## config.mk

```make
export PLATFORM = sky130hd
export DESIGN_NAME = wcfr_cmdq
export DESIGN_NICKNAME = d
export VERILOG_FILES = /design/src/rtl/wcfr_pkg.sv /design/src/rtl/wcfr_cmdq.sv
export SDC_FILE = /design/constraint.sdc
export NUM_CORES = 1
export LEC_CHECK = 0
export ABC_AREA = 1
export BUFFER_PORTS_ARGS = -buffer_cell sky130_fd_sc_hd__buf_2
export CORE_UTILIZATION = 40
export CTS_BUF_LIST = sky130_fd_sc_hd__clkbuf_16
export DETAILED_ROUTE_END_ITERATION = 10
export PLACE_DENSITY = 0.6
export SKIP_CTS_REPAIR_TIMING = 1
export SYNTH_ARGS = -nofsm -noshare
export SYNTH_HDL_FRONTEND = slang
export SYNTH_SLANG_ARGS = --single-unit
```

## constraint.sdc

```tcl
create_clock -name clock -period 2.3 [get_ports clock]
set_input_delay 0.46 -clock clock [delete_from_list [all_inputs] [get_ports clock]]
set_output_delay 0.46 -clock clock [all_outputs]
set_load 0.05 [all_outputs]
```

## src/rtl/wcfr_pkg.sv

```systemverilog
// Shared types and constants of the wireless CAN frame receiver.
// Used by the front end, command queue, back end and top level; no dependencies.
`timescale 1ns / 1ps

package wcfr_pkg;

   localparam logic [7:0]  PREAMBLE     = 8'h55;
   localparam logic [15:0] CRC_INIT     = 16'hFFFF;
   localparam logic [15:0] CRC_POLY     = 16'h1021;
   localparam logic [7:0]  TYPE_CAN     = 8'h00;
   localparam logic [7:0]  TYPE_KEEP    = 8'h10;
   localparam logic [7:0]  TYPE_TIME    = 8'h11;
   localparam logic [7:0]  TYPE_DIAG0   = 8'h12;
   localparam logic [7:0]  TYPE_DIAG1   = 8'h13;
   localparam logic [7:0]  TYPE_DIAG2   = 8'h14;
   localparam logic [7:0]  TYPE_ABORT   = 8'h15;
   localparam logic [7:0]  IND_BASE     = 8'h80;
   localparam logic [15:0] TIME_OVERRUN = 16'hFFFF;
   localparam logic [3:0]  MAX_DLEN     = 4'd8;

   typedef enum logic [3:0] {
      EV_CAN      = 4'd0,
      EV_PREAMBLE = 4'd1,
      EV_CRC      = 4'd2,
      EV_SEQ      = 4'd3,
      EV_TYPE     = 4'd4,
      EV_PAYLOAD  = 4'd5,
      EV_TELEGRAM = 4'd6,
      EV_ABORT    = 4'd7,
      EV_DIAG     = 4'd8
   } ev_code_type;

   typedef struct packed {
      logic        is_frame;
      ev_code_type code;
      logic        seq_bad;
      logic [7:0]  ftype;
      logic [7:0]  flen;
   } cmd_type;

   typedef struct packed {
      logic       en;
      logic [7:0] addr;
      logic [7:0] data;
   } pwr_type;

   typedef struct packed {
      logic [6:0]  iface;
      logic [28:0] can_id;
      logic        extended;
      logic        remote;
      logic [3:0]  data_len;
      logic [63:0] data_bytes;
      logic        has_time;
      logic [47:0] time_ticks;
      ev_code_type event_code;
      logic [31:0] abort_code;
      logic        last;
   } rsl_type;

   function automatic logic [15:0] crc_byte(input logic [15:0] crc, input logic [7:0] b);
      logic [15:0] c;
      c = crc ^ {b, 8'h00};
      for (int k = 0; k < 8; k++) begin
         c = c[15] ? ((c << 1) ^ CRC_POLY) : (c << 1);
      end
      return c;
   endfunction

endpackage

```

## src/rtl/wcfr_cmdq.sv

```systemverilog
// Two-entry command queue between front end and back end.
// Depends on wcfr_pkg.
`timescale 1ns / 1ps

module wcfr_cmdq (
   input  logic              clock,
   input  logic              reset,
   input  logic              push,
   input  wcfr_pkg::cmd_type wr_cmd,
   input  logic              pop,
   output wcfr_pkg::cmd_type rd_cmd,
   output logic              full,
   output logic              empty
);
   import wcfr_pkg::*;

   cmd_type    ent_ff [2];
   logic       wp_ff, wp_in;
   logic       rp_ff, rp_in;
   logic [1:0] cnt_ff, cnt_in;

   assign full   = (cnt_ff == 2'd2);
   assign empty  = (cnt_ff == 2'd0);
   assign rd_cmd = ent_ff[rp_ff];

   always_comb begin
      wp_in  = wp_ff;
      rp_in  = rp_ff;
      cnt_in = cnt_ff;
      if (push) begin
         wp_in = !wp_ff;
      end
      if (pop) begin
         rp_in = !rp_ff;
      end
      if (push && !pop) begin
         cnt_in = 2'(cnt_ff + 2'd1);
      end else if (pop && !push) begin
         cnt_in = 2'(cnt_ff - 2'd1);
      end
   end

   always_ff @(posedge clock) begin
      if (push) begin
         ent_ff[wp_ff] <= wr_cmd;
      end
   end

   always_ff @(posedge clock) begin
      if (reset) begin
         wp_ff  <= 1'b0;
         rp_ff  <= 1'b0;
         cnt_ff <= 2'd0;
      end else begin
         wp_ff  <= wp_in;
         rp_ff  <= rp_in;
         cnt_ff <= cnt_in;
      end
   end

endmodule

```

==> results of run 1 <==
==> power breakdown <==
group	total [uW]	internal (uW)	switching (uW)
logic	351	106	245
registers	1040	1030	17.9
clock network	675	393	282
==> synthesized netlist by cell type <==
library cell,number
nor3_1,1
ha_1,1
xnor2_1,1
dfxtp_1,5
o21ai_0,1
a21oi_1,1
nand4_1,1
inv_1,9
nor2_1,7
nand3_1,1
mux2_2,22
edfxtp_1,44
buf_6,2
nand2_1,5
==> registers in the layout, summed over array words and instances (netlist names), named ones only <==
signal  count
ent_ff     44
cnt_ff      2
wp_ff       1
rp_ff       1
==> cell families (layout without fill, tap and decap cells) <==
kind of cell | after synthesis | after routing | share of synthesized area (%)
buffers and inverters | 11 | 69 | 3.10
DFF | 49 | 49 | 78.2
adders and majority gates | 1 | 1 | 0.688
AOI/OAI and AO/OA | 2 | 2 | 0.550
xor gates and xnor gates | 1 | 1 | 0.482
and+or+nand+nor | 15 | 15 | 3.37
muxes | 22 | 22 | 13.6
==> through the flow <==
step / instance area, um2 / setup WS (ns) / util (%)
5_1_grt: 2280 / 0.259 / 52.4
6_report: 2280 / 0.311 / 52.4
2_1_floorplan: 1820 / 0.467 / -
3_3_place_gp: 2140 / 0.637 / 49.2
3_5_place_dp: 2140 / 0.593 / 49.2
4_1_cts: 2280 / 0.282 / 52.4
==> worst max-delay path by stage <==
stage,depth (start not counted),to,slack [ns]
floorplan,2,ent_ff[0][0],0.47
global placement,3,rd_cmd[15],0.64
detailed placement,3,rd_cmd[19],0.59
global route,3,rd_cmd[19],0.26
finish,3,rd_cmd[15],0.31
CTS,3,rd_cmd[19],0.28
==> layer usage <==
layer / global-route usage (%) / vias up
li1: - / 482
met2: 23.2 / 33
met1: 14.2 / 475
met4: 6.80 / 0
met5: 0 / -
met3: 5.09 / 7
==> cell type report <==
cell class                      count  area (um2)
Timing Repair Buffer               52         280
Inverter                            9        33.8
Clock inverter                      3        12.5
Fill cell                         386        2070
Clock buffer                        5         125
Tap cell                           52        65.1
Multi-Input combinational cell     41         343
Sequential cell                    49        1420
==> results.toml, run 1 <==
[outcome]
result_of_the_run = "complete, but fails checks"
violations = "DRC"

[timing]
setup_total_negative_slack_ns = 0
hold_ws_ns = 0.363
worst_slew_pin_slew_ns = 0.402
layout_worst_path_cycle_share_pct = 86.5
layout_min_cycle_time_ns = 1.99
grt_setup_unrepaired = "no"
clock-skew-final_ns = 0.00614
max_slew_margin_pct = 73.2
maxSlewViolCount = 0
highest_achievable_clock_rate_mhz = 503
report.final.hold_viol_count = 0
setup_viol = 0

[detailed_routing]
highest_layer = "met4"
drt_iter0_markers = 76
finalWirelength_um = 2940
drc = 1
wl_met1_um = 1150
detailroute.wirelength.met2_um = 1560
dr_wl_met3_um = 174
antenna_violating_nets_post_route = 0
wire_length_per_cell_um = 13.9
drtPass1Iterations = 6
route.detailed.vias_per_inst = 4.73
vias_after_detailed_routing = 997

[die]
die_height_um = 69.4
die-area_um2 = 4820
num_io_pins = 50
initial_utilization_pct = 41.8
core-area_um2 = 4350
floorplan.die.width_um = 69.4
core.rowCount = 24

[setup_path]
worstSetupEndpointType = "primary output"
timing.rr.end = "ent_ff[1][17]"
timing.rr.start = "wp_ff"
worst_path_slowest_cell = "dfxtp_1"
regToRegSetupSlack_ns = 0.97
critical_path.top_delay_family = "flip-flops"
critical_path.n_buffers_inverters = 2
critical_path.startpoint_type = "register"
critical_path.max_stage_delay_ns = 0.47
crit_fanout = 18
worstPathRequired_ns = 1.84
r2r.worst_path.cells = 3
ordered_list_of_cells_on_the_worst_path = "buf_12, mux2_2, buf_2"
arrival_ns = 1.53
worst-setup-path-type = "reg -> out"

[pwr]
leakage_uw = 0.000913
vdd.ir_drop.worst_mv = 0.416
pwr_density_cell_nw_per_um2 = 907
fin_total_pwr_uw = 2070

[grt]
global_route.usage.total_pct = 13.4
grt_pass1_vias = 1046
antenna_violations_before_repair = 0
grt_first_pass_wirelength_um = 4770
global_route.overflow_total = 0
maximum_number_of_pins_on_one_net_before_global_route_repair = 19

[layout]
layout.cells.most_common = "buf_2"
final_cell_count_without_fillers = 211
area_growth_pct = 25.5
commonest_cells_after_routing_fill_and_taps_aside = "49 x buf_2, 44 x edfxtp_1, 22 x mux2_2"
number_of_inserted_diodes = 0
drive_above_1_share_pct = 50.9
layout.nets = 185

[place]
numPlacedInstances = 203
hpwlAfterDp_um = 2060
place.port_buffers = 49
place_congestion = 0.715

[cts]
clkSinkCount = 49
cts-root-buf = "clkbuf_16"
tritoncts_clock_tree = "yes"
cts_max_path_buffers = 2
clock_latency_of_the_later_clocked_register_in_the_worst_skew_pair_ns = 0.28
cts-htree-levels = 2
cts_made_buffers = 5
clkTransAtPathRegs_ns = 0.06

[logic_synthesis]
synthesis.area_per_instance_um2 = 18.0
yosys.cell_types.count = 14
yosysSeqAreaShare_pct = 78.2
synth.top_cell.area_share_pct = 72.7
synthesis.nets = 128
synth_cells = 101
yosys_warnings = 0
mappedNetlistArea_um2 = 1820
post-synth-top-area-cell = "edfxtp_1"
synth.top_cells.by_area = "edfxtp_1 73%, mux2_2 14%, dfxtp_1 5.5%"
yosys_register_bits = 49

[worst_hold_path]
holdCritPathClass = "in -> reg"
timing.hold.worst_path_depth = 1
worst_hold_path.endpoint = "ent_ff[0][20]"
min-delay-start = "wr_cmd[20]"

[job]
timing.max_cap.violations = 0
Power figures use the tool's default switching activity.
==> inputs of run 2 (changes only) <==
--- a/config.mk
+++ b/config.mk
@@ -7,10 +7,10 @@
 export LEC_CHECK = 0
 export ABC_AREA = 1
 export BUFFER_PORTS_ARGS = -buffer_cell sky130_fd_sc_hd__buf_2
-export CORE_UTILIZATION = 40
+export CORE_UTILIZATION = 30
 export CTS_BUF_LIST = sky130_fd_sc_hd__clkbuf_16
 export DETAILED_ROUTE_END_ITERATION = 10
-export PLACE_DENSITY = 0.6
+export PLACE_DENSITY = 0.47
 export SKIP_CTS_REPAIR_TIMING = 1
 export SYNTH_ARGS = -nofsm -noshare
 export SYNTH_HDL_FRONTEND = slang
==> results.toml, run 2 (synthesis gave the netlist of run 1 again) <==
[outcome]
result_of_the_run = "finished, final reports clean"

[setup_path]
worstPathRequired_ns = 1.84
r2r.worst_path.cells = 3
timing.rr.start = "wp_ff"
regToRegSetupSlack_ns = 1.07
timing.rr.end = "ent_ff[1][19]"
crit_fanout = 12
arrival_ns = 1.39
critical_path.startpoint_type = "register"
worst-setup-path-type = "reg -> out"
worstSetupEndpointType = "primary output"

[layout]
commonest_cells_after_routing_fill_and_taps_aside = "49 x buf_2, 44 x edfxtp_1, 22 x mux2_2"
drive_above_1_share_pct = 51.6
layout.cells.most_common = "buf_2"
layout.nets = 187
max_flop_register = "ent_ff"
layout_top_registers = "ent_ff (44), cnt_ff (2)"
final_design_area_no_fill_um2 = 2320
final_cell_count_without_fillers = 233
area_growth_pct = 27.8
number_of_inserted_diodes = 0
largest_register_ff_count = 44

[place]
numPlacedInstances = 225
place.port_buffers = 49
place_ws_ns = 0.745
hpwlAfterDp_um = 2320
place_congestion = 0.650
post_dp_cell_area_um2 = 2180

[die]
floorplan.die.width_um = 79.8
initial_utilization_pct = 32.0
core.rowCount = 27
die-area_um2 = 6380
die_height_um = 79.8
num_io_pins = 50
core-area_um2 = 5680

[pwr]
leakage_uw = 0.000919
vdd.ir_drop.worst_mv = 0.356
pwr_density_cell_nw_per_um2 = 890

[worst_hold_path]
worst_hold_path.endpoint = "ent_ff[1][14]"
holdCritPathClass = "in -> reg"
min-delay-start = "wr_cmd[14]"
timing.hold.worst_path_depth = 1

[grt]
global_route.overflow_total = 0
grt_first_pass_wirelength_um = 4990
use_met3_pct = 4.23
globalRouteMet1Util_pct = 11.4
grt_pass1_vias = 1084
antenna_violations_before_repair = 0
global_route.usage.total_pct = 10.8
met2_usage_pct = 19.7
busiest_layer = "met2"
maximum_number_of_pins_on_one_net_before_global_route_repair = 16

[cts]
clock_latency_of_the_later_clocked_register_in_the_worst_skew_pair_ns = 0.28
clkTransAtPathRegs_ns = 0.06
clkSinkCount = 49
cts-root-buf = "clkbuf_16"
cts-htree-levels = 2
cts_max_path_buffers = 2
tritoncts_clock_tree = "yes"
cts_made_buffers = 5

[timing]
grt_setup_unrepaired = "no"
setup_viol = 0
layout_worst_path_cycle_share_pct = 80.3
layout_min_cycle_time_ns = 1.85
post-route-worst-setup-slack_ns = 0.453
clock-skew-final_ns = 0.00463
hold_ws_ns = 0.367
highest_achievable_clock_rate_mhz = 542
maxSlewViolCount = 0
max_slew_margin_pct = 73.0
worst_slew_pin_slew_ns = 0.404
setup_total_negative_slack_ns = 0
report.final.hold_viol_count = 0

[detailed_routing]
route.detailed.vias_per_inst = 4.32
antenna_violating_nets_post_route = 0
vias_after_detailed_routing = 1006
drc = 0
finalWirelength_um = 3150
wire_length_per_cell_um = 13.5
drtPass1Iterations = 4
drt_iter0_markers = 27

[job]
timing.max_cap.violations = 0
## run 2: cell count changes in the layout (fill, tap and decap cells not counted), sizes merged
cell | before | now
clkinv | 1 | 0
buf | 52 | 54
clkinvlp | 0 | 1
## run 2: how the worst max path moves through the flow
stage | from | to | slack, ns | cells past startpoint
6_report | register | rd_cmd[6] | 0.45 | 3
5_1_grt | register | rd_cmd[6] | 0.37 | 3
4_1_cts | register | rd_cmd[6] | 0.44 | 3
3_5_place_dp | register | rd_cmd[6] | 0.75 | 3
3_3_place_gp | register | rd_cmd[11] | 0.75 | 3
2_1_floorplan | push | ent_ff[0][0] | 0.47 | 2
## run 2: report_power, final
part           total, uW  leakage, uW  switching, uW  internal [uW]
Sequential          1040     0.000455           14.6           1030
Clock                672    0.0000724            278            394
Combinational        357     0.000392            250            107
## run 2: layer usage
| layer | share of wire [%] | up-vias |
|---|---|---|
| li1 | - | 486 |
| met1 | 40 | 488 |
| met2 | 54 | 30 |
| met3 | 6.0 | 2 |
| met4 | 0.22 | 0 |
| met5 | 0 | - |
## run 2: cell type report
type,instances,area [um2]
fillers,547,3350
flip-flops and latches,49,1420
multi-input cells,41,343
repair buffers,54,295
clock buffers,5,125
well taps,72,90.1
inverters,9,33.8
clock inverters,3,15.0
## run 2: worst max-delay path, cell delays in order (launching register included)
cell,delay (ns)
dfxtp_1,0.32
buf_4,0.21
mux2_2,0.36
buf_2,0.21
## run 2: metrics by stage
| step | total power (uW) | utilization [%] |
|---|---|---|
| after floorplan | 1330 | - |
| final | 2070 | 40.9 |
| after global placement | 1410 | 38.5 |
| after detailed placement | 1420 | 38.5 |
| after CTS | 2110 | 40.9 |
| after global routing | 2170 | 40.9 |
