===== src/rtl/wcfr_pkg.sv =====
// Shared types and constants of the wireless CAN frame receiver.
// Used by the front end, command queue, back end and top level; no dependencies.
`timescale 1ns / 1ps

package wcfr_pkg;

   localparam logic [7:0]  PREAMBLE     = 8'h55;
   localparam logic [15:0] CRC_INIT     = 16'hFFFF;
   localparam logic [15:0] CRC_POLY     = 16'h1021;
   localparam logic [7:0]  TYPE_CAN     = 8'h00;
   localparam logic [7:0]  TYPE_KEEP    = 8'h10;
   localparam logic [7:0]  TYPE_TIME    = 8'h11;
   localparam logic [7:0]  TYPE_DIAG0   = 8'h12;
   localparam logic [7:0]  TYPE_DIAG1   = 8'h13;
   localparam logic [7:0]  TYPE_DIAG2   = 8'h14;
   localparam logic [7:0]  TYPE_ABORT   = 8'h15;
   localparam logic [7:0]  IND_BASE     = 8'h80;
   localparam logic [15:0] TIME_OVERRUN = 16'hFFFF;
   localparam logic [3:0]  MAX_DLEN     = 4'd8;

   typedef enum logic [3:0] {
      EV_CAN      = 4'd0,
      EV_PREAMBLE = 4'd1,
      EV_CRC      = 4'd2,
      EV_SEQ      = 4'd3,
      EV_TYPE     = 4'd4,
      EV_PAYLOAD  = 4'd5,
      EV_TELEGRAM = 4'd6,
      EV_ABORT    = 4'd7,
      EV_DIAG     = 4'd8
   } ev_code_type;

   typedef struct packed {
      logic        is_frame;
      ev_code_type code;
      logic        seq_bad;
      logic [7:0]  ftype;
      logic [7:0]  flen;
   } cmd_type;

   typedef struct packed {
      logic       en;
      logic [7:0] addr;
      logic [7:0] data;
   } pwr_type;

   typedef struct packed {
      logic [6:0]  iface;
      logic [28:0] can_id;
      logic        extended;
      logic        remote;
      logic [3:0]  data_len;
      logic [63:0] data_bytes;
      logic        has_time;
      logic [47:0] time_ticks;
      ev_code_type event_code;
      logic [31:0] abort_code;
      logic        last;
   } rsl_type;

   function automatic logic [15:0] crc_byte(input logic [15:0] crc, input logic [7:0] b);
      logic [15:0] c;
      c = crc ^ {b, 8'h00};
      for (int k = 0; k < 8; k++) begin
         c = c[15] ? ((c << 1) ^ CRC_POLY) : (c << 1);
      end
      return c;
   endfunction

endpackage


===== src/rtl/wcfr_front.sv =====
// Front end: deframes the byte stream, checks CRC and sequence, writes payload bytes
// and queues one command per frame or framing error. Depends on wcfr_pkg.
`timescale 1ns / 1ps

module wcfr_front #(
   parameter int unsigned PAYLOAD_BYTES = 128
) (
   input  logic             clock,
   input  logic             reset,
   input  logic             byte_vld,
   output logic             byte_rdy,
   input  logic [7:0]       byte_data,
   output wcfr_pkg::cmd_type cmd,
   output logic             cmd_push,
   input  logic             cmd_full,
   input  logic             frame_done,
   output wcfr_pkg::pwr_type pwr
);
   import wcfr_pkg::*;

   typedef enum logic [6:0] {
      F_PRE  = 7'b0000001,
      F_LEN  = 7'b0000010,
      F_SEQ  = 7'b0000100,
      F_TYP  = 7'b0001000,
      F_PAY  = 7'b0010000,
      F_CRCL = 7'b0100000,
      F_CRCH = 7'b1000000
   } fst_type;

   fst_type     st_ff, st_in;
   logic [7:0]  len_ff, len_in;
   logic [7:0]  seq_ff, seq_in;
   logic [7:0]  typ_ff, typ_in;
   logic [15:0] crc_ff, crc_in;
   logic [7:0]  crcl_ff, crcl_in;
   logic [7:0]  exp_ff, exp_in;
   logic [7:0]  k_ff, k_in;
   logic        wait_ff, wait_in;
   logic        acc;

   assign byte_rdy = !cmd_full && !wait_ff;
   assign acc      = byte_vld && byte_rdy;

   always_comb begin
      st_in    = st_ff;
      len_in   = len_ff;
      seq_in   = seq_ff;
      typ_in   = typ_ff;
      crc_in   = crc_ff;
      crcl_in  = crcl_ff;
      exp_in   = exp_ff;
      k_in     = k_ff;
      wait_in  = wait_ff;
      cmd_push = 1'b0;
      cmd      = '0;
      pwr      = '0;
      if (frame_done) begin
         wait_in = 1'b0;
      end
      if (acc) begin
         case (st_ff)
            F_PRE: begin
               if (byte_data != PREAMBLE) begin
                  cmd_push = 1'b1;
                  cmd.code = EV_PREAMBLE;
               end else begin
                  crc_in = crc_byte(CRC_INIT, byte_data);
                  st_in  = F_LEN;
               end
            end
            F_LEN: begin
               len_in = byte_data;
               if (byte_data > 8'(PAYLOAD_BYTES)) begin
                  cmd_push = 1'b1;
                  cmd.code = EV_PAYLOAD;
                  st_in    = F_PRE;
               end else begin
                  crc_in = crc_byte(crc_ff, byte_data);
                  st_in  = F_SEQ;
               end
            end
            F_SEQ: begin
               seq_in = byte_data;
               crc_in = crc_byte(crc_ff, byte_data);
               st_in  = F_TYP;
            end
            F_TYP: begin
               typ_in = byte_data;
               crc_in = crc_byte(crc_ff, byte_data);
               k_in   = 8'd0;
               st_in  = (len_ff == 8'd0) ? F_CRCL : F_PAY;
            end
            F_PAY: begin
               pwr.en   = 1'b1;
               pwr.addr = k_ff;
               pwr.data = byte_data;
               crc_in   = crc_byte(crc_ff, byte_data);
               k_in     = 8'(k_ff + 8'd1);
               if (8'(k_ff + 8'd1) == len_ff) begin
                  st_in = F_CRCL;
               end
            end
            F_CRCL: begin
               crcl_in = byte_data;
               st_in   = F_CRCH;
            end
            F_CRCH: begin
               cmd_push = 1'b1;
               st_in    = F_PRE;
               if ({byte_data, crcl_ff} == crc_ff) begin
                  cmd.is_frame = 1'b1;
                  cmd.code     = EV_CAN;
                  cmd.seq_bad  = (seq_ff != exp_ff);
                  cmd.ftype    = typ_ff;
                  cmd.flen     = len_ff;
                  exp_in       = 8'(seq_ff + 8'd1);
                  wait_in      = 1'b1;
               end else begin
                  cmd.code = EV_CRC;
               end
            end
            default: begin
               st_in = F_PRE;
            end
         endcase
      end
   end

   always_ff @(posedge clock) begin
      if (reset) begin
         st_ff   <= F_PRE;
         len_ff  <= 8'd0;
         seq_ff  <= 8'd0;
         typ_ff  <= 8'd0;
         crc_ff  <= CRC_INIT;
         crcl_ff <= 8'd0;
         exp_ff  <= 8'd0;
         k_ff    <= 8'd0;
         wait_ff <= 1'b0;
      end else begin
         st_ff   <= st_in;
         len_ff  <= len_in;
         seq_ff  <= seq_in;
         typ_ff  <= typ_in;
         crc_ff  <= crc_in;
         crcl_ff <= crcl_in;
         exp_ff  <= exp_in;
         k_ff    <= k_in;
         wait_ff <= wait_in;
      end
   end

endmodule


===== config.mk =====
export PLATFORM = sky130hd
export DESIGN_NAME = wcfr_front
export DESIGN_NICKNAME = d
export VERILOG_FILES = /design/src/rtl/wcfr_pkg.sv /design/src/rtl/wcfr_front.sv
export SDC_FILE = /design/constraint.sdc
export NUM_CORES = 1
export LEC_CHECK = 0
export ABC_AREA = 1
export CORE_MARGIN = 2
export CORE_UTILIZATION = 60
export DETAILED_ROUTE_END_ITERATION = 6
export DONT_BUFFER_PORTS = 1
export GPL_ROUTABILITY_DRIVEN = 0
export PLACE_DENSITY = 0.88
export SLEW_MARGIN = 20
export SYNTH_ARGS = -nofsm -noshare
export SYNTH_HDL_FRONTEND = slang
export SYNTH_SLANG_ARGS = --single-unit

===== constraint.sdc =====
create_clock -name clock -period 2.26 [get_ports clock]
set_input_delay 0.339 -clock clock [delete_from_list [all_inputs] [get_ports clock]]
set_output_delay 0.339 -clock clock [all_outputs]
set_load 0.02 [all_outputs]

==> results of run 1 <==
[critical path: cells and delay by family, from the launching register on]
kind / cells / cell delay (ps)
DFF: 1 / 430
buffers and inverters: 3 / 400
and+or+nand+nor: 5 / 680
xor gates and xnor gates: 1 / 140
[cells in the mapped netlist (2+ instances only)]
library cell,number
ha_1,2
nand3_1,44
nor2_4,3
buf_6,2
xor2_1,40
nand4_2,2
nor3_1,4
nand2_4,2
nand4_1,5
nand2_1,121
clkbuf_1,9
nor2_2,4
inv_2,10
nor4_1,5
nor4_4,2
nand2_2,14
buf_2,13
xnor2_1,10
dfxtp_1,72
nand3_2,9
inv_6,2
o21ai_0,45
xor2_2,4
inv_1,52
a21oi_1,58
nor2_1,63
[final timing paths]
check                           slack [ps]  cells after the start   endpoint
worst max-delay path                  -100                      9     cmd[8]
worst min-delay path                    30                      1    k_ff[3]
worst max register to register         140                     12   st_ff[0]
worst min register to register         470                      2  exp_ff[0]
[routing by layer]
metal	vias up	part of all wire, %	global-route usage, %
li1	2056	-	-
met1	2031	38	33.01
met2	221	50	52.51
met3	63	7.6	9.701
met4	0	4.9	13.64
met5	-	0	0
[kinds of logic after synthesis]
| kind of cell | synth area share, % |
|---|---|
| compound gates | 12.43 |
| xor+xnor | 11.68 |
| fa+ha+maj | 0.5810 |
| buf+inv | 9.239 |
| flops | 33.47 |
| other cells | 0.08708 |
| simple gates | 32.51 |
[stage by stage]
stage	area, um2	util (%)	std cells	setup TNS (ps)
finish	5230	76.14	755	-477.0
global route	5230	76.14	755	-2445
CTS	4902	71.37	742	-119.0
detailed placement	4598	66.94	722	0
global placement	4598	66.94	722	0
floorplan	4307	-	610	0
[repair_timing]
action,CTS,global route
pin swaps,8,13
buffers inserted,3,11
cloned,1,2
resized for setup,21,68
setup endpoints to repair,20,40
[cells in the final DEF (no fill, tap or decap), types with 3 or more instances in the layout]
master,count
buf_4,43
nor3_1,3
nand3_2,9
xor2_1,39
clkbuf_8,10
nor2_2,13
nand2_2,16
inv_2,9
o21ai_0,45
buf_6,13
dfxtp_1,57
inv_6,4
nor2_4,14
nand3_1,43
nor4_1,5
dfxtp_2,10
a21oi_1,57
nand4_1,5
inv_4,3
xnor2_1,10
inv_1,49
xor2_4,3
dfxtp_4,5
nand2_4,5
nand2_1,118
nor2_1,43
[power by group through the flow]
stage,logic (mW),clock network [mW],registers (mW)
finish,1.09,1.07,1.51
global route,1.19,1.13,1.52
CTS,0.993,1.07,1.49
detailed placement,0.962,0,1.50
global placement,0.921,0,1.50
floorplan,0.856,0,1.48
[registers in the layout, indices dropped and copies added, names as in the netlist]
| signal | cells |
|---|---|
| crcl_ff | 8 |
| st_ff | 7 |
| k_ff | 8 |
| exp_ff | 8 |
| wait_ff | 1 |
| typ_ff | 8 |
| crc_ff | 16 |
| seq_ff | 8 |
| len_ff | 8 |
[area by class of cell]
cell class / count / area [um2] / share of cell area, %
Clock buffer: 10 / 137.6 / 2.632
Clock inverter: 6 / 67.56 / 1.292
Inverter: 65 / 266.5 / 5.096
Multi-Input combinational cell: 450 / 2696 / 51.56
Sequential cell: 72 / 1473 / 28.16
Tap cell: 96 / 120.1 / 2.297
Timing Repair Buffer: 56 / 469.2 / 8.971
==> run_results.csv, run 1 <==
group,metric,value,unit
status,status,"complete, but fails checks",
status,violations,"setup timing",
cells_and_area,drive_above_1_share,26.86,%
worst_setup_path,r2r_start,"k_ff[1]",
logic_synthesis,async_flop_share,0,%
global_route,grt_start_max_net_pins,55,
logic_synthesis,syn_area,4307,um2
logic_synthesis,synth.avg_cell_area,7.060,um2
global_route,grt_overflow_total,0,
floorplanning,start_util,62.70,%
pwr,p_per_area,700.8,nW/um2
sta,rsz0062_at_grt,"yes",
sta,setup_viol,14,
routing,drt_drc_violations_left,0,
worst_setup_path,cp-start-kind,"flip-flop",
routing,via_per_inst,5.789,
cts,htree_levels,3,
cts,cts-buffers-inserted,9,
routing,drtAntennaViolNets,0,
floorplanning,die_w,88.72,um
pwr,p_leak,2.192,nW
logic_synthesis,synth_area_leader_cell,"dfxtp_1",
cells_and_area,num-nets-final,669,
worst_hold_path,hp-start,"reset",
floorplanning,die-area,7871,um2
sta,final_max_slew_viol_count,0,
worst_setup_path,timing.critical_path.cells,"xor2_4 -> nor2_1 -> nand2_1 -> nor3b_4 -> buf_6 -> buf_6 -> nand2_8 -> nor2_4 -> buf_6",
cts,ctsRootBufferMaster,"clkbuf_8",
logic_synthesis,syn-num-nets,625,
cells_and_area,num-fill-cells,445,
pwr,power.total,3.665,mW
routing,via_count,4371,
sta,slew_headroom,57.06,%
logic_synthesis,ys.flop_type,"dfxtp_1",
floorplanning,rows,30,
pwr,pwr-share-comb,29.7,%
pwr,power_switching,1.329,mW
placement,place_ws,138.4,ps
placement,portBuffers,0,
floorplanning,coreArea,6869,um2
worst_setup_path,worst_path_largest_cell_delay,430,ps
sta,period_minus_slack,2358,ps
routing,wl_per_cell,16.91,um
routing,drtPass1Iterations,5,
sta,fmax,0.4240,GHz
cts,cts_tree,"yes",
worst_setup_path,worstPathMaxFanout,5,
worst_setup_path,endpoint_kind,"output pin",
sta,tightest_slew,641.7,ps
cts,path_clk_slew,90,ps
logic_synthesis,yosys_warnings,0,
cells_and_area,antenna_cells,0,
pwr,worst_ir_drop_vdd,0.6050,mV
sta,hold_viol,0,
floorplanning,fp.dieH,88.72,um
floorplanning,boundaryPins,54,
global_route,track_usage,30.03,%
global_route,antenna_found_initial,0,
cts,clk_latency,370,ps
placement,dp_hpwl,7899,um
worst_setup_path,critPathArrivalTime,2020,ps
sta,finalWorstSetupSlack,-98.28,ps
global_route,grt_pass1_wl,18240,um
logic_synthesis,synth.top_cell.area_share,33.47,%
worst_setup_path,crit_path_frequent_cell,"buf_6",
pwr,p_clk_share,29.1,%
worst_setup_path,cp-startpoint,"crc_ff[15]",
sta,hold_ws,25.55,ps
pwr,seqPwrFrac,41.2,%
routing,finalWirelength,12770,um
logic_synthesis,synthCells,610,
sta,skew,15.43,ps
logic_synthesis,synth_seq_cells,72,
sta,min_period_over_period,104.3,%
cts,cts_buffer_depth,2,
worst_hold_path,hp-class,"input port to flip-flop",
global_route,first_global_vias,3982,
logic_synthesis,synth_area_leaders,"dfxtp_1, nand2_1, xor2_1",
worst_setup_path,required,1920,ps
job,cap_violations,0,
pwr,switching_share,36.26,%
worst_setup_path,worst-setup-path-type,"flip-flop to output pin",
logic_synthesis,synth_edf_count,0,
worst_setup_path,crit_slowest_cell,"dfxtp_1",
cts,ctsHoldBuffers,0,
cells_and_area,areaGrowthSynthToFinish,21.44,%
logic_synthesis,synth.distinct_cells,39,
pwr,p_int,2.336,mW
routing,detail_route.iter0.violations,428,
cts,numClockSinks,72,
logic_synthesis,yosysSeqAreaShare,33.47,%
Power figures use the tool's default switching activity.
==> inputs of run 2 (changes only) <==
--- a/config.mk
+++ b/config.mk
@@ -7,11 +7,11 @@
 export LEC_CHECK = 0
 export ABC_AREA = 1
 export CORE_MARGIN = 2
-export CORE_UTILIZATION = 60
+export CORE_UTILIZATION = 40
 export DETAILED_ROUTE_END_ITERATION = 6
 export DONT_BUFFER_PORTS = 1
 export GPL_ROUTABILITY_DRIVEN = 0
-export PLACE_DENSITY = 0.88
+export PLACE_DENSITY = 0.61
 export SLEW_MARGIN = 20
 export SYNTH_ARGS = -nofsm -noshare
 export SYNTH_HDL_FRONTEND = slang
==> constraint.sdc (replaced) <==
create_clock -name clock -period 2.65 [get_ports clock]
set_input_delay 0.3975 -clock clock [delete_from_list [all_inputs] [get_ports clock]]
set_output_delay 0.3975 -clock clock [all_outputs]
set_load 0.02 [all_outputs]
==> run 2 against run 1 <==
- the run now ends clean
- critical path type unchanged
- highest routed layer unchanged
- clock power down 10%
- total power down 17%
- sequential power down 17%
- largest power group unchanged
- global-route usage down 10 points
- critical endpoint is now cmd[16]
==> run_results.csv, run 2 (same netlist as run 1, synthesis figures left out) <==
group,metric,value,unit
cts,path_clk_slew,80,ps
cts,cts_tree,"yes",
sta,period_minus_slack,2443,ps
routing,via_per_inst,5.074,
job,cap_violations,0,
routing,met1Wirelength,5026,um
cells_and_area,num-nets-final,645,
cts,ctsHoldBuffers,0,
floorplanning,boundaryPins,54,
worst_setup_path,worst-setup-path-type,"flip-flop to output pin",
cells_and_area,top_register,"crc_ff",
worst_hold_path,hp-class,"input port to flip-flop",
floorplanning,die_w,107.8,um
cts,clk_latency,360,ps
worst_setup_path,cp-start-kind,"flip-flop",
sta,fmax,0.4093,GHz
routing,detail_route.iter0.violations,254,
cells_and_area,drive_above_1_share,16.69,%
global_route,antenna_found_initial,0,
cells_and_area,largest_reg_flops,16,
pwr,p_per_area,635.0,nW/um2
sta,slew_headroom,46.95,%
cells_and_area,layoutNonFillerInstCount,771,
cts,ctsRootBufferMaster,"clkbuf_8",
floorplanning,rows,37,
worst_setup_path,endpoint_kind,"output pin",
global_route,grt_overflow_total,0,
routing,via_count,3912,
cts,numClockSinks,72,
cts,htree_levels,3,
status,status,"finished, final reports clean",
sta,min_period_over_period,92.21,%
placement,dp_cells,755,
worst_setup_path,critPathArrivalTime,2050,ps
floorplanning,start_util,41.53,%
floorplanning,die-area,11610,um2
sta,tightest_slew,790.9,ps
sta,rsz0062_at_grt,"no",
cts,cts_resized,0,
floorplanning,coreArea,10370,um2
routing,drtPass1Iterations,5,
sta,hold_ws,100.3,ps
floorplanning,fp.dieH,107.8,um
routing,met2WireLength,5439,um
sta,hold_viol,0,
pwr,worst_ir_drop_vdd,0.2575,mV
sta,skew,11.46,ps
cells_and_area,areaGrowthSynthToFinish,11.77,%
worst_setup_path,required,2250,ps
cells_and_area,final_common_cell,"nand2_1",
pwr,p_leak,2.015,nW
sta,tns,0,ps
placement,dp_hpwl,8258,um
sta,final_max_slew_viol_count,0,
cells_and_area,final_cell_mix,"nand2_1, dfxtp_1, nor2_1, a21oi_1, inv_1",
worst_setup_path,worstPathMaxFanout,19,
cts,cts-buffers-inserted,9,
global_route,track_usage,19.68,%
cells_and_area,antenna_cells,0,
routing,finalWirelength,11230,um
routing,dr_wl_met3,602,um
sta,setup_viol,0,
global_route,first_global_vias,3634,
routing,drtAntennaViolNets,0,
placement,portBuffers,0,
routing,wl_per_cell,14.56,um
cts,cts_buffer_depth,2,
routing,maxUsedRoutingLayer,"met4",
routing,drt_drc_violations_left,0,
global_route,grt_pass1_wl,17910,um
cts,cts_setup_buffers,0,
global_route,grt_start_max_net_pins,27,
-- run 2: cell count changes in the layout (fill, tap and decap cells not counted), sizes merged --
cell      change
buf          -21
clkbuf        +1
clkinvlp      -1
inv           -1
nand2         -3
bufinv        +1
-- run 2: power by group --
part           total [mW]  internal [mW]  switching [mW]
Clock               0.963          0.531           0.432
Combinational       0.835          0.303           0.531
Sequential           1.26           1.16          0.0961
-- run 2: cell type report --
| cell class | instances | area, um2 |
|---|---|---|
| Multi-Input combinational cell | 447 | 2472 |
| Tap cell | 136 | 170.2 |
| Sequential cell | 72 | 1441 |
| Inverter | 65 | 254.0 |
| Clock buffer | 11 | 131.4 |
| Timing Repair Buffer | 35 | 262.8 |
| Clock inverter | 5 | 81.33 |
| Fill cell | 1046 | 5557 |
-- run 2: stage by stage --
stage | power (mW) | instance area [um2] | util [%] | setup WS, ps
2_1_floorplan | 1.994 | 4307 | - | 328.2
3_3_place_gp | 2.092 | 4596 | 44.32 | 513.0
3_5_place_dp | 2.109 | 4596 | 44.32 | 466.2
4_1_cts | 3.069 | 4808 | 46.37 | 97.48
5_1_grt | 3.203 | 4813 | 46.42 | 49.19
6_report | 3.057 | 4813 | 46.42 | 206.5
-- run 2: worst max-delay path, cell delays in order (launching register included) --
cell and delay (ps):
dfxtp_1 340, xor2_2 220, nor2_1 120, nand2_1 60
nor2_1 100, nor3b_2 310, nand2_4 210, a21oi_1 170
buf_4 160
-- run 2: worst paths after layout --
kind,start,slack (ps),cells after the start,endpoint
worst max-delay path,crc_ff[14],210,8,cmd[16]
worst min-delay path,reset,100,1,k_ff[1]
worst max register to register,k_ff[1],500,13,st_ff[5]
worst min register to register,wait_ff,460,2,wait_ff
-- run 2: routing by layer --
metal	up-vias	global-route usage, %
li1	1995	-
met5	-	0
met3	13	4.298
met2	87	33.24
met4	0	6.685
met1	1817	24.70
==> inputs of run 3 (changes only) <==
--- a/config.mk
+++ b/config.mk
@@ -7,11 +7,11 @@
 export LEC_CHECK = 0
 export ABC_AREA = 1
 export CORE_MARGIN = 2
-export CORE_UTILIZATION = 40
+export CORE_UTILIZATION = 45
 export DETAILED_ROUTE_END_ITERATION = 6
 export DONT_BUFFER_PORTS = 1
 export GPL_ROUTABILITY_DRIVEN = 0
-export PLACE_DENSITY = 0.61
+export PLACE_DENSITY = 0.67
 export SLEW_MARGIN = 20
 export SYNTH_ARGS = -nofsm -noshare
 export SYNTH_HDL_FRONTEND = slang
==> run 3 against run 2 <==
- worst hold slack improved by 13 ps
- total power is 4.1% lower
- clock power down 13%
- register-to-register slack improved by 50 ps
- critical path depth is the same
- cell count is 2.1% lower
- first-iteration DRC count up 12%
- critical endpoint unchanged
- largest power group unchanged
==> run_results.csv, run 3 (same netlist as run 1, synthesis figures left out) <==
group,metric,value,unit
cells_and_area,top_register,"crc_ff",
pwr,seqPwrFrac,43.0,%
floorplanning,coreArea,9284,um2
routing,drt_drc_violations_left,0,
routing,wl_per_cell,14.37,um
pwr,worst_ir_drop_vdd,0.3124,mV
worst_setup_path,endpoint_kind,"output pin",
pwr,power.total,2.931,mW
pwr,p_int,1.893,mW
global_route,antenna_found_initial,0,
sta,fmax,0.4041,GHz
cells_and_area,num-nets-final,637,
pwr,power_switching,1.038,mW
cts,path_clk_slew,80,ps
sta,tightest_slew,625.2,ps
worst_hold_path,hp-class,"input port to flip-flop",
job,cap_violations,0,
routing,via_per_inst,5.144,
routing,finalWirelength,10850,um
floorplanning,die-area,10370,um2
placement,dp_cells,740,
worst_setup_path,worst-setup-path-type,"flip-flop to output pin",
cts,htree_levels,3,
cells_and_area,antenna_cells,0,
worst_setup_path,worstPathMaxFanout,19,
sta,tns,0,ps
pwr,p_per_area,619.7,nW/um2
cts,cts_tree,"yes",
pwr,p_clk_share,28.7,%
cells_and_area,finish.utilization,50.94,%
sta,hold_viol,0,
sta,setup_viol,0,
routing,drtAntennaViolNets,0,
routing,via_count,3884,
floorplanning,start_util,46.39,%
pwr,switching_share,35.41,%
status,status,"finished, final reports clean",
floorplanning,boundaryPins,54,
sta,period_minus_slack,2474,ps
sta,skew,14.07,ps
floorplanning,fp.dieH,101.8,um
global_route,grt_pass1_wl,17660,um
cts,clk_latency,350,ps
cells_and_area,largest_reg_flops,16,
worst_setup_path,required,2250,ps
sta,min_period_over_period,93.38,%
global_route,grt_start_max_net_pins,36,
cells_and_area,fin_area,4730,um2
sta,rsz0062_at_grt,"no",
sta,final_max_slew_viol_count,0,
cells_and_area,final_cell_mix,"nand2_1, dfxtp_1, nor2_1, a21oi_1, inv_1",
worst_setup_path,critPathArrivalTime,2080,ps
placement,dp_hpwl,7943,um
floorplanning,die_w,101.8,um
worst_setup_path,worst_path_largest_cell_delay,350,ps
worst_setup_path,crit_path_frequent_cell,"nor2_1",
placement,place_ws,498.2,ps
sta,finalWorstSetupSlack,175.5,ps
floorplanning,rows,35,
cts,cts_buffer_depth,2,
sta,slew_headroom,58.16,%
worst_setup_path,timing.critical_path.cells,"xor2_2 -> nor2_1 -> nand2_1 -> nor2_1 -> nor3b_2 -> nand2_4 -> a21oi_1 -> buf_4",
cells_and_area,final_common_cell,"nand2_1",
cts,ctsRootBufferMaster,"clkbuf_8",
sta,hold_ws,113.4,ps
placement,placedInstanceArea,4539,um2
cts,cts_setup_buffers,0,
cells_and_area,areaGrowthSynthToFinish,9.820,%
worst_setup_path,cp-start-kind,"flip-flop",
cells_and_area,layoutNonFillerInstCount,755,
routing,drtPass1Iterations,5,
placement,portBuffers,0,
global_route,first_global_vias,3704,
cells_and_area,drive_above_1_share,15.81,%
global_route,track_usage,21.88,%
worst_setup_path,crit_slowest_cell,"dfxtp_1",
pwr,p_leak,1.968,nW
pwr,pwr-share-comb,28.2,%
cts,cts-buffers-inserted,9,
global_route,grt_overflow_total,0,
cts,numClockSinks,72,
routing,detail_route.iter0.violations,285,
## run 3: cell count changes in the layout (fill, tap and decap cells not counted), sizes merged
cell    change
bufinv      -1
clkbuf      -2
clkinv      +2
buf         -8
## run 3: area by class of cell
class,count,area (um2)
Sequential cell,72,1441
Multi-Input combinational cell,447,2472
Clock inverter,6,61.31
Fill cell,948,4554
Clock buffer,9,123.9
Inverter,65,254.0
Timing Repair Buffer,27,215.2
Tap cell,129,161.4
## run 3: power by group through the flow
| stage | clock network [mW] | registers [mW] | logic [mW] |
|---|---|---|---|
| global route | 0.912 | 1.27 | 0.934 |
| global placement | 0 | 1.28 | 0.807 |
| floorplan | 0 | 1.26 | 0.730 |
| detailed placement | 0 | 1.29 | 0.823 |
| CTS | 0.868 | 1.26 | 0.827 |
| finish | 0.842 | 1.26 | 0.827 |
## run 3: routing by layer
layer	up-vias	global-route usage (%)	share of wire, %
met5	-	0	0
met4	0	8.718	2.2
met3	19	4.993	6.2
met2	118	37.15	48
met1	1769	26.93	43
li1	1978	-	-
## run 3: critical path: cells and delay by family, from the launching register on
family | cells | cell delay (ps)
simple gates | 5 | 820
flops | 1 | 350
xor+xnor | 1 | 220
compound gates | 1 | 180
buf+inv | 1 | 160
## run 3: final timing paths
| kind | startpoint | endpoint | slack, ps | depth (start not counted) |
|---|---|---|---|---|
| max | crc_ff[14] | cmd[16] | 180 | 8 |
| min | reset | k_ff[4] | 110 | 1 |
| max reg2reg | k_ff[1] | st_ff[5] | 550 | 14 |
| min reg2reg | wait_ff | wait_ff | 460 | 2 |
## run 3: what timing repair did
item	CTS	global route
hold buffers	0	0
endpoints found under the setup margin	0	6
gates resized for setup	0	1
